[src/hw/rtl/prlp_pkg.sv]
package prlp_pkg;

    // parse phase of the literal
    typedef enum logic [1:0] {
        PH_ZERO   = 2'd0,
        PH_LETTER = 2'd1,
        PH_DIGITS = 2'd2,
        PH_BAD    = 2'd3
    } prlp_phase_t;

    // radix of the prefix
    typedef enum logic [1:0] {
        RADIX_HEX  = 2'd0,
        RADIX_OCT  = 2'd1,
        RADIX_DEC  = 2'd2,
        RADIX_NONE = 2'd3
    } prlp_radix_t;

    // result status
    typedef enum logic [1:0] {
        ST_OK        = 2'd0,
        ST_MALFORMED = 2'd1,
        ST_OVERFLOW  = 2'd2
    } prlp_status_t;

    // ascii codes the front end looks for
    localparam logic [7:0] CH_ZERO   = 8'h30;
    localparam logic [7:0] CH_NINE   = 8'h39;
    localparam logic [7:0] CH_UPPR_A = 8'h41;
    localparam logic [7:0] CH_UPPR_F = 8'h46;
    localparam logic [7:0] CH_LOW_X  = 8'h78;
    localparam logic [7:0] CH_LOW_O  = 8'h6f;
    localparam logic [7:0] CH_LOW_D  = 8'h64;

    localparam int unsigned VALUE_W = 64;
    // headroom for value times sixteen plus a digit
    localparam int unsigned PROD_W  = VALUE_W + 4;

    // classified character passed from front to back
    typedef struct packed {
        logic        last;
        logic        is_zero;
        prlp_radix_t prefix;
        logic        digit_ok;
        logic [3:0]  digit;
    } prlp_token_t;

endpackage

[src/hw/rtl/prlp_front.sv]
module prlp_front (
    input  logic                s_tvalid,
    output logic                s_tready,
    input  logic [7:0]          s_tdata,
    input  logic                s_tlast,
    output logic                push_valid,
    input  logic                push_ready,
    output prlp_pkg::prlp_token_t push_token
);
    import prlp_pkg::*;

    logic       is_dec;
    logic       is_hex_letter;
    logic [7:0] dec_off;
    logic [7:0] hex_off;

    // input handshake goes straight to the queue
    assign s_tready   = push_ready;
    assign push_valid = s_tvalid;

    // digit classification
    always_comb begin
        is_dec        = (s_tdata >= CH_ZERO) && (s_tdata <= CH_NINE);
        is_hex_letter = (s_tdata >= CH_UPPR_A) && (s_tdata <= CH_UPPR_F);
        dec_off       = s_tdata - CH_ZERO;
        hex_off       = s_tdata - CH_UPPR_A + 8'd10;
    end

    // build the token
    always_comb begin
        push_token.last     = s_tlast;
        push_token.is_zero  = (s_tdata == CH_ZERO);
        push_token.digit_ok = is_dec || is_hex_letter;
        push_token.digit    = is_dec ? dec_off[3:0] : hex_off[3:0];
        if (s_tdata == CH_LOW_X) begin
            push_token.prefix = RADIX_HEX;
        end else if (s_tdata == CH_LOW_O) begin
            push_token.prefix = RADIX_OCT;
        end else if (s_tdata == CH_LOW_D) begin
            push_token.prefix = RADIX_DEC;
        end else begin
            push_token.prefix = RADIX_NONE;
        end
    end

endmodule

[src/hw/rtl/prlp_queue.sv]
module prlp_queue #(
    parameter int unsigned DEPTH = 2
) (
    input  logic                  aclk,
    input  logic                  aresetn,
    input  logic                  push_valid,
    output logic                  push_ready,
    input  prlp_pkg::prlp_token_t push_token,
    output logic                  pop_valid,
    input  logic                  pop_ready,
    output prlp_pkg::prlp_token_t pop_token
);
    import prlp_pkg::*;

    localparam int unsigned AW = (DEPTH > 1) ? $clog2(DEPTH) : 1;
    localparam int unsigned CW = $clog2(DEPTH + 1);

    prlp_token_t   mem_reg [DEPTH];
    logic [AW-1:0] wr_ptr_reg, wr_ptr_next;
    logic [AW-1:0] rd_ptr_reg, rd_ptr_next;
    logic [CW-1:0] count_reg, count_next;
    logic          do_push;
    logic          do_pop;

    assign push_ready = (count_reg != CW'(DEPTH));
    assign pop_valid  = (count_reg != '0);
    assign pop_token  = mem_reg[rd_ptr_reg];
    assign do_push    = push_valid && push_ready;
    assign do_pop     = pop_valid && pop_ready;

    // pointer and fill count update
    always_comb begin
        wr_ptr_next = wr_ptr_reg;
        rd_ptr_next = rd_ptr_reg;
        count_next  = count_reg;
        if (do_push) begin
            wr_ptr_next = (wr_ptr_reg == AW'(DEPTH - 1)) ? '0 : wr_ptr_reg + 1'b1;
        end
        if (do_pop) begin
            rd_ptr_next = (rd_ptr_reg == AW'(DEPTH - 1)) ? '0 : rd_ptr_reg + 1'b1;
        end
        if (do_push && !do_pop) begin
            count_next = count_reg + 1'b1;
        end else if (do_pop && !do_push) begin
            count_next = count_reg - 1'b1;
        end
    end

    always_ff @(posedge aclk) begin
        if (!aresetn) begin
            wr_ptr_reg <= '0;
            rd_ptr_reg <= '0;
            count_reg  <= '0;
        end else begin
            wr_ptr_reg <= wr_ptr_next;
            rd_ptr_reg <= rd_ptr_next;
            count_reg  <= count_next;
        end
    end

    // token storage
    always_ff @(posedge aclk) begin
        if (do_push) begin
            mem_reg[wr_ptr_reg] <= push_token;
        end
    end

endmodule

[src/hw/rtl/prlp_back.sv]
module prlp_back (
    input  logic                  aclk,
    input  logic                  aresetn,
    input  logic                  pop_valid,
    output logic                  pop_ready,
    input  prlp_pkg::prlp_token_t pop_token,
    output logic                  m_tvalid,
    input  logic                  m_tready,
    output logic [63:0]           m_tdata,
    output logic [3:0]            m_tuser
);
    import prlp_pkg::*;

    prlp_phase_t          phase_reg, phase_next;
    prlp_radix_t          radix_reg, radix_next;
    logic                 digit_seen_reg, digit_seen_next;
    logic                 ovf_reg, ovf_next;
    logic [VALUE_W-1:0]   acc_reg, acc_next;

    logic                 out_valid_reg, out_valid_next;
    prlp_status_t         out_status_reg, out_status_next;
    prlp_radix_t          out_radix_reg, out_radix_next;
    logic [VALUE_W-1:0]   out_value_reg, out_value_next;

    logic                 do_pop;
    logic                 digit_in_radix;
    logic [PROD_W-1:0]    scaled;
    logic [PROD_W-1:0]    sum;

    // pop whenever the output slot is free or being drained
    assign pop_ready = !out_valid_reg || m_tready;
    assign do_pop    = pop_valid && pop_ready;

    // digit range check for the current radix
    always_comb begin
        case (radix_reg)
            RADIX_HEX: digit_in_radix = pop_token.digit_ok;
            RADIX_OCT: digit_in_radix = pop_token.digit_ok && !pop_token.digit[3];
            RADIX_DEC: digit_in_radix = pop_token.digit_ok && (pop_token.digit <= 4'd9);
            default:   digit_in_radix = 1'b0;
        endcase
    end

    // accumulator times radix plus digit, upper bits flag overflow
    always_comb begin
        case (radix_reg)
            RADIX_HEX: scaled = {acc_reg, 4'b0000};
            RADIX_OCT: scaled = {1'b0, acc_reg, 3'b000};
            RADIX_DEC: scaled = {1'b0, acc_reg, 3'b000} + {3'b000, acc_reg, 1'b0};
            default:   scaled = '0;
        endcase
        sum = scaled + {{(PROD_W - 4){1'b0}}, pop_token.digit};
    end

    // parse step and result build
    always_comb begin
        phase_next      = phase_reg;
        radix_next      = radix_reg;
        digit_seen_next = digit_seen_reg;
        ovf_next        = ovf_reg;
        acc_next        = acc_reg;
        out_valid_next  = out_valid_reg && !m_tready;
        out_status_next = out_status_reg;
        out_radix_next  = out_radix_reg;
        out_value_next  = out_value_reg;

        if (do_pop) begin
            case (phase_reg)
                PH_ZERO: begin
                    phase_next = pop_token.is_zero ? PH_LETTER : PH_BAD;
                end
                PH_LETTER: begin
                    if (pop_token.prefix != RADIX_NONE) begin
                        radix_next = pop_token.prefix;
                        phase_next = PH_DIGITS;
                    end else begin
                        phase_next = PH_BAD;
                    end
                end
                PH_DIGITS: begin
                    if (!digit_in_radix) begin
                        phase_next = PH_BAD;
                    end else begin
                        digit_seen_next = 1'b1;
                        if (!ovf_reg) begin
                            if (sum[PROD_W-1:VALUE_W] != '0) begin
                                ovf_next = 1'b1;
                            end else begin
                                acc_next = sum[VALUE_W-1:0];
                            end
                        end
                    end
                end
                default: begin
                    phase_next = PH_BAD;
                end
            endcase

            // last character: emit the result and restart
            if (pop_token.last) begin
                out_valid_next = 1'b1;
                out_radix_next = radix_next;
                out_value_next = '0;
                if (phase_next != PH_DIGITS || !digit_seen_next) begin
                    out_status_next = ST_MALFORMED;
                end else if (ovf_next) begin
                    out_status_next = ST_OVERFLOW;
                end else begin
                    out_status_next = ST_OK;
                    out_value_next  = acc_next;
                end
                phase_next      = PH_ZERO;
                radix_next      = RADIX_NONE;
                digit_seen_next = 1'b0;
                ovf_next        = 1'b0;
                acc_next        = '0;
            end
        end
    end

    always_ff @(posedge aclk) begin
        if (!aresetn) begin
            phase_reg      <= PH_ZERO;
            radix_reg      <= RADIX_NONE;
            digit_seen_reg <= 1'b0;
            ovf_reg        <= 1'b0;
            acc_reg        <= '0;
            out_valid_reg  <= 1'b0;
        end else begin
            phase_reg      <= phase_next;
            radix_reg      <= radix_next;
            digit_seen_reg <= digit_seen_next;
            ovf_reg        <= ovf_next;
            acc_reg        <= acc_next;
            out_valid_reg  <= out_valid_next;
        end
    end

    // output word register
    always_ff @(posedge aclk) begin
        out_status_reg <= out_status_next;
        out_radix_reg  <= out_radix_next;
        out_value_reg  <= out_value_next;
    end

    assign m_tvalid = out_valid_reg;
    assign m_tdata  = out_value_reg;
    assign m_tuser  = {out_radix_reg, out_status_reg};

`ifndef NO_ASSERTIONS
    // value is only reported for a clean literal
    a_value_zero_on_error: assert property (@(posedge aclk) disable iff (!aresetn)
        out_valid_reg && (out_status_reg != ST_OK) |-> (out_value_reg == '0))
        else $error("nonzero value on error result");

    // digits phase always carries a real radix
    a_digits_have_radix: assert property (@(posedge aclk) disable iff (!aresetn)
        (phase_reg == PH_DIGITS) |-> (radix_reg != RADIX_NONE))
        else $error("digits phase without radix");

    // overflow can only follow an accepted digit
    a_ovf_after_digit: assert property (@(posedge aclk) disable iff (!aresetn)
        ovf_reg |-> digit_seen_reg)
        else $error("overflow without digit");

    // last character returns the parser to its start
    a_restart_after_last: assert property (@(posedge aclk) disable iff (!aresetn)
        do_pop && pop_token.last |=> (phase_reg == PH_ZERO) && (radix_reg == RADIX_NONE)
            && !ovf_reg && !digit_seen_reg && out_valid_reg)
        else $error("parser not restarted after last character");
`endif

endmodule

[src/hw/rtl/prefixed_radix_literal_parser_unit.sv]
// channel  | dir | tdata                   | tuser                            | tlast
// s_       | in  | [7:0] character         | -                                | is_last
// m_       | out | [63:0] value            | [1:0] status, [3:2] radix_kind   | -
//
// one character word per cycle is taken and one per cycle drained while m_ accepts
// a result word follows its last character through the classify queue, then
// through the parse step and output register
// the parse step (times radix plus digit, 68-bit add) sets the clock path
// aresetn is synchronous, active low, and clears queue, parser and output valid
// a stalled m_ side fills the queue, after which s_tready drops
module prefixed_radix_literal_parser_unit #(
    // queue depth, 2 to 8
    parameter int unsigned QUEUE_DEPTH = 2
) (
    input  logic        aclk,
    input  logic        aresetn,
    input  logic        s_tvalid,
    output logic        s_tready,
    input  logic [7:0]  s_tdata,   // [7:0] character
    input  logic        s_tlast,
    output logic        m_tvalid,
    input  logic        m_tready,
    output logic [63:0] m_tdata,   // [63:0] value
    output logic [3:0]  m_tuser    // [1:0] status, [3:2] radix_kind
);
    import prlp_pkg::*;

    logic        push_valid;
    logic        push_ready;
    prlp_token_t push_token;
    logic        pop_valid;
    logic        pop_ready;
    prlp_token_t pop_token;

    // classify incoming characters
    prlp_front u_front (
        .s_tvalid   (s_tvalid),
        .s_tready   (s_tready),
        .s_tdata    (s_tdata),
        .s_tlast    (s_tlast),
        .push_valid (push_valid),
        .push_ready (push_ready),
        .push_token (push_token)
    );

    // decoupling queue
    prlp_queue #(
        .DEPTH (QUEUE_DEPTH)
    ) u_queue (
        .aclk       (aclk),
        .aresetn    (aresetn),
        .push_valid (push_valid),
        .push_ready (push_ready),
        .push_token (push_token),
        .pop_valid  (pop_valid),
        .pop_ready  (pop_ready),
        .pop_token  (pop_token)
    );

    // parse and accumulate
    prlp_back u_back (
        .aclk      (aclk),
        .aresetn   (aresetn),
        .pop_valid (pop_valid),
        .pop_ready (pop_ready),
        .pop_token (pop_token),
        .m_tvalid  (m_tvalid),
        .m_tready  (m_tready),
        .m_tdata   (m_tdata),
        .m_tuser   (m_tuser)
    );

endmodule
[config.mk]
export PLATFORM = sky130hd
export DESIGN_NAME = prefixed_radix_literal_parser_unit
export DESIGN_NICKNAME = d
export VERILOG_FILES = /design/src/hw/rtl/prlp_pkg.sv /design/src/hw/rtl/prlp_front.sv /design/src/hw/rtl/prlp_queue.sv /design/src/hw/rtl/prlp_back.sv /design/src/hw/rtl/prefixed_radix_literal_parser_unit.sv
export SDC_FILE = /design/constraint.sdc
export NUM_CORES = 1
export LEC_CHECK = 0
export ABC_AREA = 1
export BUFFER_PORTS_ARGS = -buffer_cell sky130_fd_sc_hd__buf_2
export CORE_AREA = 2 2 143 284
export DETAILED_ROUTE_END_ITERATION = 6
export DIE_AREA = 0 0 145 286
export GPL_TIMING_DRIVEN = 0
export SYNTH_ARGS = -nofsm -noshare
export SYNTH_HDL_FRONTEND = slang
export SYNTH_SLANG_ARGS = --single-unit
[constraint.sdc]
create_clock -name aclk -period 6.4 [get_ports aclk]
set_input_delay 0 -clock aclk [delete_from_list [all_inputs] [get_ports aclk]]
set_output_delay 0 -clock aclk [all_outputs]
set_load 0.1 [all_outputs]
# [Word level (Yosys, flattened, before mapping)]
# Memory sizes are Yosys's and may differ from the RTL's. A register that Yosys moved wholly into a read port is not among the register bits.
# Index checks and enable logic that the tools add are counted.
[classes] n_eq_ne=11 multipliers=0 bitwise=0 div=0 reduce_logical=25 shifts=0 mux=41 add_sub_neg=9 n_lt_le_gt_ge=5
[ops] cell="$mux W64" count=5
[ops] cell="$pmux W68 S3" count=1
[ops] cell="$add A67 B65 Y68" count=1
[ops] cell="$add A68 B4 Y68" count=1
[ops] cell="$eq A8 B7 Y1 const B" count=3
[ops] cell="$mux W2" count=12
[ops] cell="$mux W1" count=20
[ops] cell="$logic_and A1 B1 Y1" count=9
[ops] cell="$eq A8 B6 Y1 const B" count=1
[ops] cell="$ge A8 B6 Y1 const B" count=1
[ops] cell="$ge A8 B7 Y1 const B" count=1
[ops] cell="$le A8 B6 Y1 const B" count=1
[ops] cell="$le A8 B7 Y1 const B" count=1
[ops] cell="$sub A4 B1 Y4 const B" count=2
[ops] cell="$logic_not A1 Y1" count=6
[ops] cell="$ne A2 B2 Y1 const B" count=3
[ops] cell="$pmux W2 S3" count=1
[ops] cell="$add A4 B4 Y4 const B" count=1
[ops] cell="$eq A2 B1 Y1 const B" count=2
[ops] cell="$eq A2 B2 Y1 const B" count=2
[ops] cell="$le A4 B4 Y1 const B" count=1
[ops] cell="$logic_not A2 Y1" count=2
[ops] cell="$mux W4" count=1
[ops] cell="$reduce_bool A2 Y1" count=2
[ops] cell="other kinds (8)" count=11
[word_totals] regBits=143 ramBits=18 rom_bits=0 wordCells=104 n_memories=1 latch_bits=0
[memory_table] name="u_queue.mem_reg" depth=2 width=9 rd=1 rd_ports_with_merged_regs=1 write_ports=1 line="prlp_queue.sv:18" text="prlp_token_t mem_reg [DEPTH];"

# [Logic depth before layout (Yosys ltp)]
[depth] depth_word=10 mapped_depth=35 mapped_depth_nobuf=30

# [Cells and area by module]
# Synthesis repeated with hierarchy kept, for this count alone.
[hier_totals] cells_unflattened=3020 hier_area_um2=17969.7
[by_module_without_submodules] module="prlp_back" cells_each=2892 area_each_um2=16718.5 seq_area_each_um2=3463.3 n_inst=1
[by_module_without_submodules] module="prlp_queue" cells_each=65 area_each_um2=904.6 seq_area_each_um2=640.6 n_inst=1
[by_module_without_submodules] module="prlp_front" cells_each=63 area_each_um2=346.6 seq_area_each_um2=0.0 n_inst=1

# [Worst setup path after synthesis]
# OpenSTA, ideal clock, no wires.
[synth_path] kind="reg-to-reg" startpoint="reg u_back.out_valid_reg, in the netlist u_back.m_tvalid" endpoint="reg u_back.out_value_reg[0], in the netlist u_back.m_tdata[0] (enable)" setup_slack_ns=1.665 setup_ns=0.496 path_buffers=1 period_less_slack_ns=4.735 path_stages_with_launch=7 arrival_time_ns=4.239 cell_sequence="dfxtp_1 -> inv_1 -> nor2_1 -> a21oi_1 -> inv_1 -> clkbuf_1 -> nor2_1"
[synth_via] elab_chain_len=4
[synth_lines] item="start, declared" line="prlp_back.sv:20" text="logic out_valid_reg, out_valid_next;"
[synth_lines] item="start signal, assigned" line="prlp_back.sv:135" text="out_valid_reg <= out_valid_next;"
[synth_lines] item="$logic_not A1 Y1" line="prlp_back.sv:31" text="assign pop_ready = !out_valid_reg || m_tready;"
[synth_lines] item="$logic_or A1 B1 Y1" line="prlp_back.sv:31"
[synth_lines] item="$logic_and A1 B1 Y1" line="prlp_back.sv:32" text="assign do_pop = pop_valid && pop_ready;"
[synth_lines] item="$reduce_and A2 Y1 (no source line)"
[synth_lines] item="end signal, assigned" line="prlp_back.sv:143" text="out_value_reg <= out_value_next;"
[synth_lines] item="end, declared" line="prlp_back.sv:23" text="logic [VALUE_W-1:0] out_value_reg, out_value_next;"
# No other way between the ends.
# A chain may end at the register's enable or synchronous reset.

# [Worst setup path in the final report]
[layout_path] startpoint="reg u_back.radix_reg[0]" endpoint="reg u_back.out_value_reg[12], in the netlist u_back.m_tdata[12] (data pin)"
[layout_via] elab_chain_len=10 word_cells_on_any_way=26
[layout_lines] item="start, declared" line="prlp_back.sv:15" text="prlp_radix_t radix_reg, radix_next;"
[layout_lines] item="start signal, assigned" line="prlp_back.sv:131" text="radix_reg <= radix_next;"
[layout_lines] item="$eq A2 B2 Y1, or another cell as far along" line="prlp_back.sv:36, prlp_back.sv:46"
[layout_lines] item="$pmux W68 S3" line="prlp_back.sv:46" text="case (radix_reg)"
[layout_lines] item="$add A68 B4 Y68" line="prlp_back.sv:52" text="sum = scaled + {{(PROD_W - 4){1'b0}}, pop_token.digit};"
[layout_lines] item="$reduce_bool A4 Y1" line="prlp_back.sv:86" text="if (sum[PROD_W-1:VALUE_W] != '0) begin"
[layout_lines] item="$mux W1" line="prlp_back.sv:86"
[layout_lines] item="$mux W1" line="prlp_back.sv:85" text="if (!ovf_reg) begin"
[layout_lines] item="$mux W1" line="prlp_back.sv:81" text="if (!digit_in_radix) begin"
[layout_lines] item="$mux W1" line="prlp_back.sv:68" text="case (phase_reg)"
[layout_lines] item="$mux W1" line="prlp_back.sv:67" text="if (do_pop) begin"
[layout_lines] item="$reduce_or A2 Y1 (no source line)"
# Parallel ways exist; a longest one is shown, timed or not. The select of a mux whose other input is x is not followed.

==> results by stage <==
Outcome:
- The flow ran to the end, and the final reports show no timing, DRC or antenna violations.

Floorplanning:
- The die boundary width is 145 um.
- For this configuration, the core starts out at a cell density of 0.445.
- The vertical die dimension is 286 um.
- The die area is 0.0415 sq mm.
- In this run the standard cell core region covers 0.0393 sq mm.
- The count of standard-cell rows is 103.
- During I/O placement, the number of pins put on the boundary was 83.

Detailed routing:
- The routed via count is 19000.
- Once detail routing completed, the nets flagged for antenna violations numbered 0.
- Dividing the detail-routed wire length by the instance count gives 20.8 um.
- The first-iteration detailed-routing DRC count is 1343.
- In the routed design, unresolved DRC markers number 0.
- The first TritonRoute pass finished after 5 iterations.
- The routed design has 74.7 mm of wire.
- The average vias per placed instance is 5.29.

GRT:
- The wire length of the first global-routing pass is 109 mm.
- The total global-route track usage is 0.358.
- Entering global routing, the biggest net connects 38 pins.
- The via count of the first global-routing pass is 18400.
- The sum of overflow across all layers after global routing is 0.
- The number of antenna violations at the first check in global routing is 0.

Power:
- The share of total power dissipated in the clock network is 0.230.
- The power per cell area is 246 mW/mm^2.
- Of the total power, the share spent switching nets is 0.543.
- The maximum ir drop on the vdd rail is 0.000286 V.
- In this run the static leakage power is 9.03 nW.
- The combinational cell fraction of total power is 0.487.
- The analysis attributes to net switching a power of 2.60 mW.
- The share of total power dissipated in sequential elements is 0.283.
- The internal portion of the total power is 2.18 mW.

Placement:
- Detailed placement ended at an HPWL of 62.7 mm.
- After detailed placement, the total cell area comes to 0.0186 sq mm.
- The count of port buffers added during placement is 82.
- The congestion estimate from routability-driven global placement came to 1.02.

Clock network:
- The clock transition at the registers of the reported paths is 80 ps.
- The number of buffers inserted during clock tree synthesis is 17.
- The insertion delay of the later-clocked pin in the worst-skew pair is 470 ps.
- The number of sinks driven by the clock tree is 162.
- TritonCTS built the clock tree.
- The worst-case clock buffer depth is 2.
- The H-tree generated during clock tree synthesis spans 4 levels.
- The root buffer cell is sky130_fd_sc_hd__clkbuf_16.

Synth:
- The number of nets in the synthesized netlist is 3030.
- After synthesis, the share of flip-flops with an asynchronous set or reset is 0.
- In this run, synthesis inferred 86 flip-flops with an integrated enable.
- After synthesis the netlist holds a flip-flop and latch count of 162.
- In this run, distinct cell masters in the synthesized netlist total 50.
- The sequential-to-total area share from yosys stat is 0.235.
- The total of warnings raised by yosys is 0.
- The area of the mapped netlist is 0.0175 sq mm.
- In the synthesized netlist, the number of instances is 2938.
- The mean area per synthesized cell is 5.95 sq um.
- In the synthesized netlist the dominant register cell turns out to be sky130_fd_sc_hd__edfxtp_1.

Hold path:
- The path class of the lowest-slack min-delay path is in -> reg.

Final layout:
- The layout overhead on the synthesized area is 10.9%.
- The library cells used most frequently in the layout, excluding fill and tap cells, are sky130_fd_sc_hd__nand2_1, sky130_fd_sc_hd__inv_1, sky130_fd_sc_hd__nand3_1, sky130_fd_sc_hd__nor2_1, sky130_fd_sc_hd__a21oi_1.
- The antenna diode count is 0.
- With fillers left out, the area of the finished cells amounts to 0.0194 sq mm.
- The final layout contains 3148 nets.
- Leaving out fill and tap cells, the most frequent cell in the layout is sky130_fd_sc_hd__nand2_1.
- Of the cells placed in the final design, the portion with a size suffix greater than 1 is 0.121.

Setup path:
- The data arrival at the endpoint of the critical path is 6360 ps.
- The cell with the largest stage delay on the worst path is sky130_fd_sc_hd__dfxtp_1.
- The delay of the slowest cell on the worst path is 360 ps.
- In this run the worst path has a maximum fanout of 19.
- The critical setup path kind is reg -> reg.
- The worst setup path is launched from a flip-flop.
- The type of element capturing the critical path is a flip-flop.
- The data required time of the worst path is 6650 ps.

Timing:
- The post-route clock skew is 16.2 ps.
- Setup violations remaining at the end of the flow were counted as 0.
- The number of hold violations in the final report is 0.
- Setup repair after global routing left no endpoint under its margin.
- The relative slew slack is 0.0476.
- The ratio of final minimum period to clock period is 0.954.
- The shortest period the worst path allows is 6110 ps.
- At the pin with the least slew margin, the transition time is 1430 ps.
- For the final routed database, the setup TNS stands at 0 ps.
- The final number of max-transition violations is 0.
- Based on the critical path, the design can be clocked at up to 164 MHz.

Job:
- Max-cap violations in this run came to 0.
==> path summary, 6_finish.rpt <==
check                                         from  slack (ps)  depth (start not counted)                                to
setup / recovery  u_back.radix_reg[0]$_SDFFE_PN1P_         290                         29  u_back.m_tdata[12]$_SDFFCE_PP0P_
hold reg to reg    u_queue.rd_ptr_reg$_SDFFE_PN0P_         490                          1   u_queue.rd_ptr_reg$_SDFFE_PN0P_
setup reg to reg  u_back.radix_reg[0]$_SDFFE_PN1P_         290                         29  u_back.m_tdata[12]$_SDFFCE_PP0P_
hold / removal                          s_tdata[4]          60                          4   u_queue.mem_reg[0][4]$_DFFE_PP_
==> cells in the mapped netlist (11+ instances only) <==
cell                       number  share of area
sky130_fd_sc_hd__nand2_1     1076           0.23
sky130_fd_sc_hd__inv_1        513           0.11
sky130_fd_sc_hd__nand3_1      229          0.066
sky130_fd_sc_hd__nor2_1       206          0.044
sky130_fd_sc_hd__a21oi_1      139          0.040
sky130_fd_sc_hd__edfxtp_1      86           0.15
sky130_fd_sc_hd__ha_1          77          0.055
sky130_fd_sc_hd__dfxtp_1       76          0.087
sky130_fd_sc_hd__nand3_2       64          0.037
sky130_fd_sc_hd__o22ai_1       59          0.021
sky130_fd_sc_hd__xor2_1        40          0.020
sky130_fd_sc_hd__a21oi_2       37          0.019
sky130_fd_sc_hd__nand4_1       35          0.013
sky130_fd_sc_hd__inv_2         34         0.0073
sky130_fd_sc_hd__buf_2         29         0.0083
sky130_fd_sc_hd__o21ai_0       28         0.0080
sky130_fd_sc_hd__clkbuf_1      25         0.0054
sky130_fd_sc_hd__nor2_2        24         0.0086
sky130_fd_sc_hd__nor3_1        23         0.0066
sky130_fd_sc_hd__nand2_2       21         0.0075
sky130_fd_sc_hd__xnor2_1       20          0.010
sky130_fd_sc_hd__buf_1         12         0.0026
sky130_fd_sc_hd__nand3b_1      11         0.0047
==> stage by stage <==
stage	instances	worst slack (ps)	hold WS, ps	utilization	power [mW]
finish	3594	292	57.2	0.493	4.78
CTS	3587	185	26.0	0.491	4.77
global placement	3545	-303	193	0.472	3.64
floorplan	2938	1660	98.9	-	2.99
detailed placement	3547	-402	195	0.473	3.66
global route	3594	13.4	55.0	0.493	4.92
==> cell type report <==
class,count,area (sq um)
buffer,79,445
clock buffer,18,439
clock inverter,14,170
fill,4255,19900
inverter,554,2080
multi-input combinational,2142,10900
sequential,162,4100
tap,525,657
timing repair buffer,100,618
==> kinds of logic (layout without fill, tap and decap cells) <==
group                      Yosys count  in the layout  synth area share
xor gates and xnor gates            60             60            0.0300
buffers and inverters              634            765             0.144
adders and majority gates           79             79            0.0574
and+or+nand+nor                   1723           1723             0.438
AOI/OAI and AO/OA                  277            277            0.0940
muxes                                3              3           0.00172
DFF                                162            162             0.235
==> worst max-delay path, delay by kind of cell, from the launching register on <==
family	cells	cell delay [ps]
AO/OA/AOI/OAI	3	790
AND/OR/NAND/NOR	17	2730
flip-flops	1	360
adder cells (fa/ha/maj)	2	530
buffers and inverters	7	1440
==> repair_timing <==
item / 4_1_cts / 5_1_grt
endpoints found under the setup margin: 123 / 105
endpoints found under the hold margin: 13 / 0
gates resized for setup: 2 / 2
hold buffers: 9 / 0
pin swaps: 0 / 2
setup buffers: 0 / 7
==> metal layers <==
metal	global-route usage	wire (um)	vias to the layer above
li1	-	-	9464
met1	0.319	24000	8606
met2	0.652	37600	678
met3	0.0506	3410	268
met4	0.399	9630	0
met5	0	0	-
==> power groups by stage <==
stage / combinational [mW] / clock, mW / sequential [mW]
after floorplan: 0.718 / 0 / 2.27
after global placement: 2.24 / 0 / 1.40
after detailed placement: 2.29 / 0 / 1.37
after CTS: 2.30 / 1.11 / 1.35
after global routing: 2.41 / 1.14 / 1.37
final: 2.33 / 1.10 / 1.35
No activity file was read; power rests on OpenSTA's default activity.
